File: config.mk
export PLATFORM = sky130hd
export DESIGN_NAME = intel_hex_record_writer
export DESIGN_NICKNAME = d
export VERILOG_FILES = /design/src/sv/ihw_pkg.sv /design/src/sv/ihw_cell.sv /design/src/sv/ihw_chain.sv /design/src/sv/intel_hex_record_writer.sv
export SDC_FILE = /design/constraint.sdc
export NUM_CORES = 1
export LEC_CHECK = 0
export BUFFER_PORTS_ARGS = -buffer_cell sky130_fd_sc_hd__buf_2
export CAP_MARGIN = 20
export CORE_UTILIZATION = 63
export CTS_CLUSTER_DIAMETER = 60
export CTS_CLUSTER_SIZE = 28
export DETAILED_ROUTE_END_ITERATION = 16
export MAX_ROUTING_LAYER = met4
export PLACE_DENSITY = 0.79
export SKIP_LAST_GASP = 1
export SLEW_MARGIN = 5
export SYNTH_ARGS = -nofsm -noshare
export SYNTH_HDL_FRONTEND = slang
export SYNTH_SLANG_ARGS = --single-unit
File: constraint.sdc
create_clock -name clk -period 7.49 [get_ports clk]
set_input_delay 0.749 -clock clk [delete_from_list [all_inputs] [get_ports clk]]
set_output_delay 0.749 -clock clk [all_outputs]
set_load 0.02 [all_outputs]
File: src/sv/ihw_pkg.sv
package ihw_pkg;

  localparam int          CELLS       = 16;
  localparam logic [4:0]  REC_BYTES   = 5'(CELLS);
  localparam logic [15:0] WRAP_OFFSET = 16'hFFF0;

  localparam logic        KIND_DATA = 1'b0;
  localparam logic        KIND_END  = 1'b1;

  localparam logic [7:0]  CH_COLON = 8'h3A;
  localparam logic [7:0]  CH_ZERO  = 8'h30;
  localparam logic [7:0]  CH_ONE   = 8'h31;
  localparam logic [7:0]  CH_TWO   = 8'h32;
  localparam logic [7:0]  CH_FOUR  = 8'h34;
  localparam logic [7:0]  CH_UPF   = 8'h46;
  localparam logic [7:0]  CH_CR    = 8'h0D;
  localparam logic [7:0]  CH_LF    = 8'h0A;

  localparam logic [4:0]  ADDR_LAST  = 5'd16;
  localparam logic [4:0]  DHEAD_LAST = 5'd8;
  localparam logic [4:0]  DTAIL_LAST = 5'd3;
  localparam logic [4:0]  EOF_LAST   = 5'd12;

  typedef enum logic [6:0] {
    S_IDLE  = 7'b0000001,
    S_ADDR  = 7'b0000010,
    S_DHEAD = 7'b0000100,
    S_ALIGN = 7'b0001000,
    S_DBODY = 7'b0010000,
    S_DTAIL = 7'b0100000,
    S_EOF   = 7'b1000000
  } state_t;

  typedef struct packed {
    logic       shift;
    logic [7:0] head;
  } chain_ctl_t;

  // lower-case hex digit
  function automatic logic [7:0] hex_char(input logic [3:0] v);
    logic [7:0] c;
    if (v < 4'd10) begin
      c = CH_ZERO + {4'h0, v};
    end else begin
      c = 8'h57 + {4'h0, v};
    end
    return c;
  endfunction

  // ":02000004" hhhh ss CR LF
  function automatic logic [7:0] addr_char(input logic [4:0] idx, input logic [15:0] upper);
    logic [7:0] sum;
    logic [7:0] c;
    sum = 8'h00 - (8'd6 + upper[15:8] + upper[7:0]);
    unique case (idx)
      5'd0:    c = CH_COLON;
      5'd2:    c = CH_TWO;
      5'd8:    c = CH_FOUR;
      5'd9:    c = hex_char(upper[15:12]);
      5'd10:   c = hex_char(upper[11:8]);
      5'd11:   c = hex_char(upper[7:4]);
      5'd12:   c = hex_char(upper[3:0]);
      5'd13:   c = hex_char(sum[7:4]);
      5'd14:   c = hex_char(sum[3:0]);
      5'd15:   c = CH_CR;
      5'd16:   c = CH_LF;
      default: c = CH_ZERO;
    endcase
    return c;
  endfunction

  // ":00000001FF" CR LF
  function automatic logic [7:0] eof_char(input logic [4:0] idx);
    logic [7:0] c;
    unique case (idx)
      5'd0:    c = CH_COLON;
      5'd8:    c = CH_ONE;
      5'd9:    c = CH_UPF;
      5'd10:   c = CH_UPF;
      5'd11:   c = CH_CR;
      5'd12:   c = CH_LF;
      default: c = CH_ZERO;
    endcase
    return c;
  endfunction

endpackage

File: src/sv/ihw_cell.sv
module ihw_cell (
  input  logic       clk,
  input  logic       shift_en,
  input  logic [7:0] d,
  output logic [7:0] q
);
  logic [7:0] q_r;
  logic [7:0] q_nxt;

  assign q_nxt = shift_en ? d : q_r;

  always_ff @(posedge clk) begin
    q_r <= q_nxt;
  end

  assign q = q_r;
endmodule

File: src/sv/ihw_chain.sv
module ihw_chain (
  input  logic              clk,
  input  logic              shift_en,
  input  logic [7:0]        d_in,
  output ihw_pkg::chain_ctl_t status
);
  import ihw_pkg::*;

  logic [7:0] cell_q [CELLS];

  // new bytes enter at cell 0, the oldest byte leaves from the last cell
  for (genvar i = 0; i < CELLS; i++) begin : g_cell
    if (i == 0) begin : g_first
      ihw_cell u_cell (.clk(clk), .shift_en(shift_en), .d(d_in), .q(cell_q[i]));
    end else begin : g_next
      ihw_cell u_cell (.clk(clk), .shift_en(shift_en), .d(cell_q[i-1]), .q(cell_q[i]));
    end
  end

  assign status.shift = shift_en;
  assign status.head  = cell_q[CELLS-1];
endmodule

File: src/sv/intel_hex_record_writer.sv
// channel   direction  handshake            payload
// cfg       in         cfg_valid/cfg_ready  cfg_start_kilobytes[21:0]
// in        in         in_valid/in_stall    in_kind, in_data_byte[7:0]
// out       out        out_valid/out_stall  out_text_char[7:0], out_last_of_run
//
// one character per cycle while out is not stalled; one request at a time.
// a byte that completes no record emits nothing; first request adds a 17-char
// extended address record; a full record is 45 chars, a short one of n bytes
// 2n+13 chars plus an align step; end adds 13 chars; rst_n is synchronous;
// cfg_ready stays high; config must be written only while idle; not enforced.
// a new request is taken while the last character still waits in the out register.
module intel_hex_record_writer (
  input  logic        clk,
  input  logic        rst_n,
  input  logic        cfg_valid,
  output logic        cfg_ready,
  input  logic [21:0] cfg_start_kilobytes,
  input  logic        in_valid,
  output logic        in_stall,
  input  logic        in_kind,
  input  logic [7:0]  in_data_byte,
  output logic        out_valid,
  input  logic        out_stall,
  output logic [7:0]  out_text_char,
  output logic        out_last_of_run
);
  import ihw_pkg::*;

  state_t      state_r, state_nxt;
  logic [4:0]  idx_r, idx_nxt;
  logic        nib_r, nib_nxt;
  logic        kind_r, kind_nxt;
  logic [4:0]  count_r, count_nxt;
  logic [7:0]  sum_r, sum_nxt;
  logic [15:0] upper_r, upper_nxt;
  logic [15:0] offset_r, offset_nxt;
  logic        hdr_r, hdr_nxt;
  logic [21:0] start_kb_r;
  logic        out_valid_r;
  logic [7:0]  out_char_r;
  logic        out_last_r;

  logic        in_acc;
  logic        emit, emit_ok, shift;
  logic [7:0]  ch;
  logic        last;
  logic [7:0]  dsum;
  logic [4:0]  count_inc;
  chain_ctl_t  chain_st;

  ihw_chain u_chain (
    .clk     (clk),
    .shift_en(shift),
    .d_in    (in_data_byte),
    .status  (chain_st)
  );

  assign cfg_ready = 1'b1;
  assign in_stall  = (state_r != S_IDLE);
  assign in_acc    = in_valid && !in_stall;
  assign emit_ok   = !out_valid_r || !out_stall;
  assign count_inc = count_r + 5'd1;
  assign dsum      = 8'h00 - ({3'b000, count_r} + offset_r[15:8] + offset_r[7:0] + sum_r);

  always_comb begin
    state_nxt  = state_r;
    idx_nxt    = idx_r;
    nib_nxt    = nib_r;
    kind_nxt   = kind_r;
    count_nxt  = count_r;
    sum_nxt    = sum_r;
    upper_nxt  = upper_r;
    offset_nxt = offset_r;
    hdr_nxt    = hdr_r;
    emit       = 1'b0;
    shift      = 1'b0;
    ch         = CH_ZERO;
    last       = 1'b0;
    unique case (state_r)
      S_IDLE: begin
        if (in_acc) begin
          kind_nxt = in_kind;
          idx_nxt  = 5'd0;
          if (in_kind == KIND_DATA) begin
            shift     = 1'b1;
            count_nxt = count_inc;
            sum_nxt   = sum_r + in_data_byte;
            if (hdr_r && count_inc == REC_BYTES) begin
              state_nxt = S_DHEAD;
            end
          end else if (hdr_r) begin
            state_nxt = (count_r != 5'd0) ? S_DHEAD : S_EOF;
          end
          if (!hdr_r) begin
            upper_nxt  = start_kb_r[21:6];
            offset_nxt = {start_kb_r[5:0], 10'b0};
            state_nxt  = S_ADDR;
          end
        end
      end
      S_ADDR: begin
        emit = 1'b1;
        ch   = addr_char(idx_r, upper_r);
        last = (idx_r == ADDR_LAST) && (kind_r == KIND_DATA) && (count_r != REC_BYTES);
        if (emit_ok) begin
          if (idx_r == ADDR_LAST) begin
            hdr_nxt = 1'b1;
            idx_nxt = 5'd0;
            if (kind_r == KIND_DATA) begin
              state_nxt = (count_r == REC_BYTES) ? S_DHEAD : S_IDLE;
            end else begin
              state_nxt = (count_r != 5'd0) ? S_DHEAD : S_EOF;
            end
          end else begin
            idx_nxt = idx_r + 5'd1;
          end
        end
      end
      S_DHEAD: begin
        emit = 1'b1;
        unique case (idx_r)
          5'd0:    ch = CH_COLON;
          5'd1:    ch = hex_char({3'b000, count_r[4]});
          5'd2:    ch = hex_char(count_r[3:0]);
          5'd3:    ch = hex_char(offset_r[15:12]);
          5'd4:    ch = hex_char(offset_r[11:8]);
          5'd5:    ch = hex_char(offset_r[7:4]);
          5'd6:    ch = hex_char(offset_r[3:0]);
          default: ch = CH_ZERO;
        endcase
        if (emit_ok) begin
          if (idx_r == DHEAD_LAST) begin
            nib_nxt = 1'b0;
            if (count_r == REC_BYTES) begin
              state_nxt = S_DBODY;
              idx_nxt   = 5'd0;
            end else begin
              state_nxt = S_ALIGN;
              idx_nxt   = count_r;
            end
          end else begin
            idx_nxt = idx_r + 5'd1;
          end
        end
      end
      S_ALIGN: begin
        // move a short record's oldest byte up to the head cell
        shift = 1'b1;
        if (idx_r == REC_BYTES - 5'd1) begin
          state_nxt = S_DBODY;
          idx_nxt   = 5'd0;
        end else begin
          idx_nxt = idx_r + 5'd1;
        end
      end
      S_DBODY: begin
        emit = 1'b1;
        ch   = nib_r ? hex_char(chain_st.head[3:0]) : hex_char(chain_st.head[7:4]);
        if (emit_ok) begin
          if (!nib_r) begin
            nib_nxt = 1'b1;
          end else begin
            nib_nxt = 1'b0;
            shift   = 1'b1;
            if (idx_r == count_r - 5'd1) begin
              state_nxt = S_DTAIL;
              idx_nxt   = 5'd0;
            end else begin
              idx_nxt = idx_r + 5'd1;
            end
          end
        end
      end
      S_DTAIL: begin
        emit = 1'b1;
        unique case (idx_r)
          5'd0:    ch = hex_char(dsum[7:4]);
          5'd1:    ch = hex_char(dsum[3:0]);
          5'd2:    ch = CH_CR;
          default: ch = CH_LF;
        endcase
        last = (idx_r == DTAIL_LAST) && (kind_r == KIND_DATA) && (offset_r != WRAP_OFFSET);
        if (emit_ok) begin
          if (idx_r == DTAIL_LAST) begin
            count_nxt = 5'd0;
            sum_nxt   = 8'h00;
            idx_nxt   = 5'd0;
            if (kind_r == KIND_DATA) begin
              if (offset_r == WRAP_OFFSET) begin
                offset_nxt = 16'h0000;
                upper_nxt  = upper_r + 16'd1;
                state_nxt  = S_ADDR;
              end else begin
                offset_nxt = offset_r + 16'(REC_BYTES);
                state_nxt  = S_IDLE;
              end
            end else begin
              state_nxt = S_EOF;
            end
          end else begin
            idx_nxt = idx_r + 5'd1;
          end
        end
      end
      S_EOF: begin
        emit = 1'b1;
        ch   = eof_char(idx_r);
        last = (idx_r == EOF_LAST);
        if (emit_ok) begin
          if (idx_r == EOF_LAST) begin
            hdr_nxt   = 1'b0;
            count_nxt = 5'd0;
            sum_nxt   = 8'h00;
            idx_nxt   = 5'd0;
            state_nxt = S_IDLE;
          end else begin
            idx_nxt = idx_r + 5'd1;
          end
        end
      end
      default: begin
        state_nxt = S_IDLE;
      end
    endcase
  end

  always_ff @(posedge clk) begin
    if (!rst_n) begin
      state_r     <= S_IDLE;
      idx_r       <= 5'd0;
      nib_r       <= 1'b0;
      kind_r      <= KIND_DATA;
      count_r     <= 5'd0;
      sum_r       <= 8'h00;
      upper_r     <= 16'h0000;
      offset_r    <= 16'h0000;
      hdr_r       <= 1'b0;
      start_kb_r  <= 22'd0;
      out_valid_r <= 1'b0;
    end else begin
      state_r  <= state_nxt;
      idx_r    <= idx_nxt;
      nib_r    <= nib_nxt;
      kind_r   <= kind_nxt;
      count_r  <= count_nxt;
      sum_r    <= sum_nxt;
      upper_r  <= upper_nxt;
      offset_r <= offset_nxt;
      hdr_r    <= hdr_nxt;
      if (cfg_valid && cfg_ready) begin
        start_kb_r <= cfg_start_kilobytes;
      end
      if (emit && emit_ok) begin
        out_valid_r <= 1'b1;
      end else if (!out_stall) begin
        out_valid_r <= 1'b0;
      end
    end
  end

  always_ff @(posedge clk) begin
    if (emit && emit_ok) begin
      out_char_r <= ch;
      out_last_r <= last;
    end
  end

  assign out_valid       = out_valid_r;
  assign out_text_char   = out_char_r;
  assign out_last_of_run = out_last_r;
endmodule

==> parameters.txt <==
Parameter                              Value

Pwr
  Share of total power in the clock network ... 22.4%
  Switching pwr ... between 1500 and 2000 uW
  Static Leakage ... around 0.0048 uW
  Sequential power share ... about two fifths
  Combinational power share ... between 30% and 40%
  Internal Pwr Total ... 2569 uW
  IR drop worst, VDD ... 0.2374 mV
  Switching Fraction ... a little under 40%
  Total power per unit cell area ... between 300 and 400 mW/mm^2

Drt
  Via density per instance ... ~6.2
  ANT nets after route ... 0
  Number of search-and-repair iterations in the first detailed-routing pass ... 6
  Starting DRT DRC Count ... roughly 790
  Number of remaining DRC errors ... 0
  Routed wire per std cell ... 18.74 um
  Final wirelength ... 27,300 um
  Vias post-DR ... approximately 9,000

STA
  RSZ-0062 raised after global routing ... false
  Fmax ... ~240 MHz
  Slew @ Worst Pin ... around 0.99 ns
  Final Hold Vio Count ... 0
  Worst slew margin ... between 30% and 40%
  Post-layout min period ... slightly above 4 ns
  Final number of max-transition violations ... 0
  Hold Slack ... 0.4165 ns
  Final setup violation count ... 0
  Ratio of final minimum period to clock period ... 55.15%
  Total negative slack for setup checks ... 0 ns
  Fin Clk Skew ... about 0.014 ns

Die
  # rows ... 50
  Overall die area ... between 0.015 and 0.02 mm^2
  IO Count ... 48
  DIE HEIGHT ... around 140 um
  Initial core utilization ... 64.41%
  DIE WIDTH ... 140.3 um
  Standard cell core area ... approximately 0.019 mm^2

CTS
  CTS resizes ... 0
  Clock insertion delay at the later pin of the skew report ... approximately 0.5 ns
  Count of hold buffers inserted by post-cts repair ... 0
  Clock buffer depth ... 3
  TritonCTS buffer count ... 16
  Clock-pin slew of the registers on the worst-case setup and hold paths ... around 0.090 ns
  Count of buffers added by post-CTS timing repair for setup ... 0
  CTS root buffer ... sky130_fd_sc_hd__clkbuf_16
  H-tree depth ... 1
  Clock tree from TritonCTS ... built
  Total number of clock tree sinks ... approximately 220

Global routing
  Wire length of the first global-routing pass ... roughly 43,000 um
  Overall fraction of global-route tracks in use ... between 20% and 30%
  Pin count of the biggest net entering global routing ... 81
  Residual overflow from global routing ... 0
  Antenna violations before repair ... 0
  Number of global-route vias before repair ... 8,137

Synthesis
  Most instantiated flip-flop cell in the synthesis netlist ... sky130_fd_sc_hd__edfxtp_1
  Sequential share of the synthesized area ... between 40% and 50%
  Count of flip-flops with a built-in enable after synthesis ... between 100 and 150
  Total standard cell area after synthesis ... between 0.01 and 0.015 mm^2
  Count of state elements after synthesis ... 215
  Number of nets produced by synthesis ... between 1,000 and 1,500
  Gate count of the mapped netlist ... 1,207
  Synthesis warning total ... 0
  Asr flop ratio synth ... 0%
  Count of cell types in the netlist ... 85
  Syn_area_per_cell ... around 10 um^2

Critical path
  Sort of element at the end of the critical path ... flip-flop
  R2r startpoint ... offset_r[4]$_SDFFE_PN0P_
  Data required time at the worst endpoint ... between 7 and 8 ns
  Startpoint type of the worst setup path ... flip-flop
  Destination of the worst register-to-register timing path ... out_text_char[4]$_DFFE_PP_
  Cells on worst reg2reg path ... 14
  Internal reg-to-reg setup slack ... between 3 and 4 ns
  Largest driver fanout on the critical path ... 7
  Arrival time of data at the critical path endpoint ... between 4 and 5 ns
  Worst Setup Path Type ... flip-flop to flip-flop

Hold path
  Endpoint with the worst hold slack ... u_chain.g_cell[5].g_next.u_cell.q[0]$_DFFE_PP_
  Hold WC Path Type ... flip-flop to flip-flop
  Start point of the worst hold path ... u_chain.g_cell[4].g_next.u_cell.q[0]$_DFFE_PP_
  Cell depth of the worst min-delay path ... 0

Final layout
  Final instance area ... 0.01295 mm^2
  Fraction of final layout cells sized beyond drive strength 1 ... between 8 and 9%
  Synth-to-Final Area Change ... 7.508%
  Number of diodes added for antenna fixing ... 0
  # nets final ... around 1,300

Flow run
  Reported max-cap violation count ... 0

Place
  Total placed instance area ... ~0.012 mm^2
  Gpl congestion ... slightly below 1
  Detailed-placement wirelength estimate ... between 20,000 and 25,000 um
  Port bufs ... 45

Run status
  Run status ... completed
sequential cells by signal, indices dropped and copies added, names as in the netlist:
register	flops
out_text_char	7
count_r	5
u_chain.g_cell.g_next.u_cell.q	120
hdr_r	1
offset_r	12
state_r	7
start_kb_r	22
out_last_of_run	1
idx_r	5
out_valid	1
sum_r	8
u_chain.g_cell.g_first.u_cell.q	8
upper_r	16
kind_r	1
nib_r	1
stage by stage:
step	worst slack (ns)	power, uW	cells	util [%]
global placement	3.461	3234	1429	66.08
finish	3.359	4230	1457	69.24
global route	2.995	4495	1457	69.24
CTS	3.396	4231	1457	69.24
detailed placement	3.407	3277	1429	66.08
floorplan	2.205	2905	1207	-
metal layers:
metal | GRT usage [%] | wire length, um | vias to the layer above
li1 | - | - | 4398
met1 | 41.10 | 12540 | 4334
met2 | 42.79 | 12180 | 317
met3 | 5.333 | 1977 | 43
met4 | 6.536 | 601 | 0
met5 | - | 0 | -
cells in the final DEF, fill, tap and decap left out, drive strengths merged, types with 26 or more instances in the layout:
cell type,instances
edfxtp,136
inv,97
nand2,96
o21ai,86
dfxtp,79
a21oi,78
ha,69
nor2,54
buf,54
nor2b,45
nand3,42
xnor2,36
mux2i,26
logic make-up (layout without fill, tap and decap cells):
logic type	Yosys count	after routing	share of synthesized area, %
compound gates	314	314	16.80
xor+xnor	47	47	3.417
fa+ha+maj	79	79	8.828
buf+inv	155	171	5.141
flops	215	215	47.02
mux	26	26	2.160
other cells	2	2	0.06234
simple gates	369	369	16.56
cells in the mapped netlist (all sizes together) (10+ instances only):
cell | number | area, um^2
edfxtp | 136 | 4084
nand2 | 96 | 360.4
inv | 89 | 334.1
o21ai | 86 | 434.2
dfxtp | 79 | 1582
a21oi | 78 | 401.6
ha | 69 | 863.3
nor2 | 54 | 205.2
clkbuf | 46 | 172.7
nor2b | 45 | 281.5
nand3 | 42 | 210.2
xnor2 | 36 | 315.3
mux2i | 26 | 260.3
nor3 | 24 | 136.4
and2 | 23 | 143.9
buf | 20 | 112.6
a21boi | 19 | 142.6
a31oi | 16 | 100.1
nand2b | 14 | 87.58
o22ai | 14 | 87.58
nor4 | 11 | 83.83
xor2 | 11 | 96.34
and4b | 10 | 100.1
fa | 10 | 200.2
or3 | 10 | 62.56
cell type report:
class,instances,area (um^2)
inverters,89,334.1
fillers,1446,5753
clock inverters,10,162.7
clock buffers,18,429.2
flip-flops and latches,215,5665
repair buffers,54,292.8
multi-input cells,837,5776
well taps,234,292.8
worst max path at each step:
stage / start / endpoint / cells past startpoint
2_1_floorplan: state_r[2]$_SDFFE_PN0P_ / u_chain.g_cell[0].g_first.u_cell.q[0]$_DFFE_PP_ / 6
3_3_place_gp: offset_r[4]$_SDFFE_PN0P_ / out_text_char[0]$_DFFE_PP_ / 14
3_5_place_dp: offset_r[9]$_SDFFE_PN0P_ / out_text_char[0]$_DFFE_PP_ / 16
4_1_cts: offset_r[4]$_SDFFE_PN0P_ / out_text_char[0]$_DFFE_PP_ / 14
5_1_grt: offset_r[4]$_SDFFE_PN0P_ / out_text_char[6]$_DFFE_PP_ / 14
6_report: offset_r[4]$_SDFFE_PN0P_ / out_text_char[4]$_DFFE_PP_ / 14
worst max-delay path, cell delays in order (launching register included):
cell and delay, ns:
sky130_fd_sc_hd__dfxtp_1 0.45, sky130_fd_sc_hd__inv_1 0.12, sky130_fd_sc_hd__fa_1 0.51, sky130_fd_sc_hd__inv_1 0.06, sky130_fd_sc_hd__fa_1 0.50, sky130_fd_sc_hd__inv_1 0.04
sky130_fd_sc_hd__ha_1 0.28, sky130_fd_sc_hd__ha_1 0.34, sky130_fd_sc_hd__o21ai_0 0.10, sky130_fd_sc_hd__o21ai_0 0.16, sky130_fd_sc_hd__a21oi_1 0.10, sky130_fd_sc_hd__xnor2_1 0.53
sky130_fd_sc_hd__and2_1 0.28, sky130_fd_sc_hd__a21oi_1 0.09, sky130_fd_sc_hd__or3_1 0.31
power groups by stage:
stage / Sequential [uW] / Clock, uW / Combinational, uW
finish: 1660 / 948 / 1620
global route: 1690 / 1000 / 1800
CTS: 1660 / 969 / 1600
detailed placement: 1690 / 0 / 1590
global placement: 1680 / 0 / 1560
floorplan: 1650 / 0 / 1260
Power figures use the tool's default switching activity.
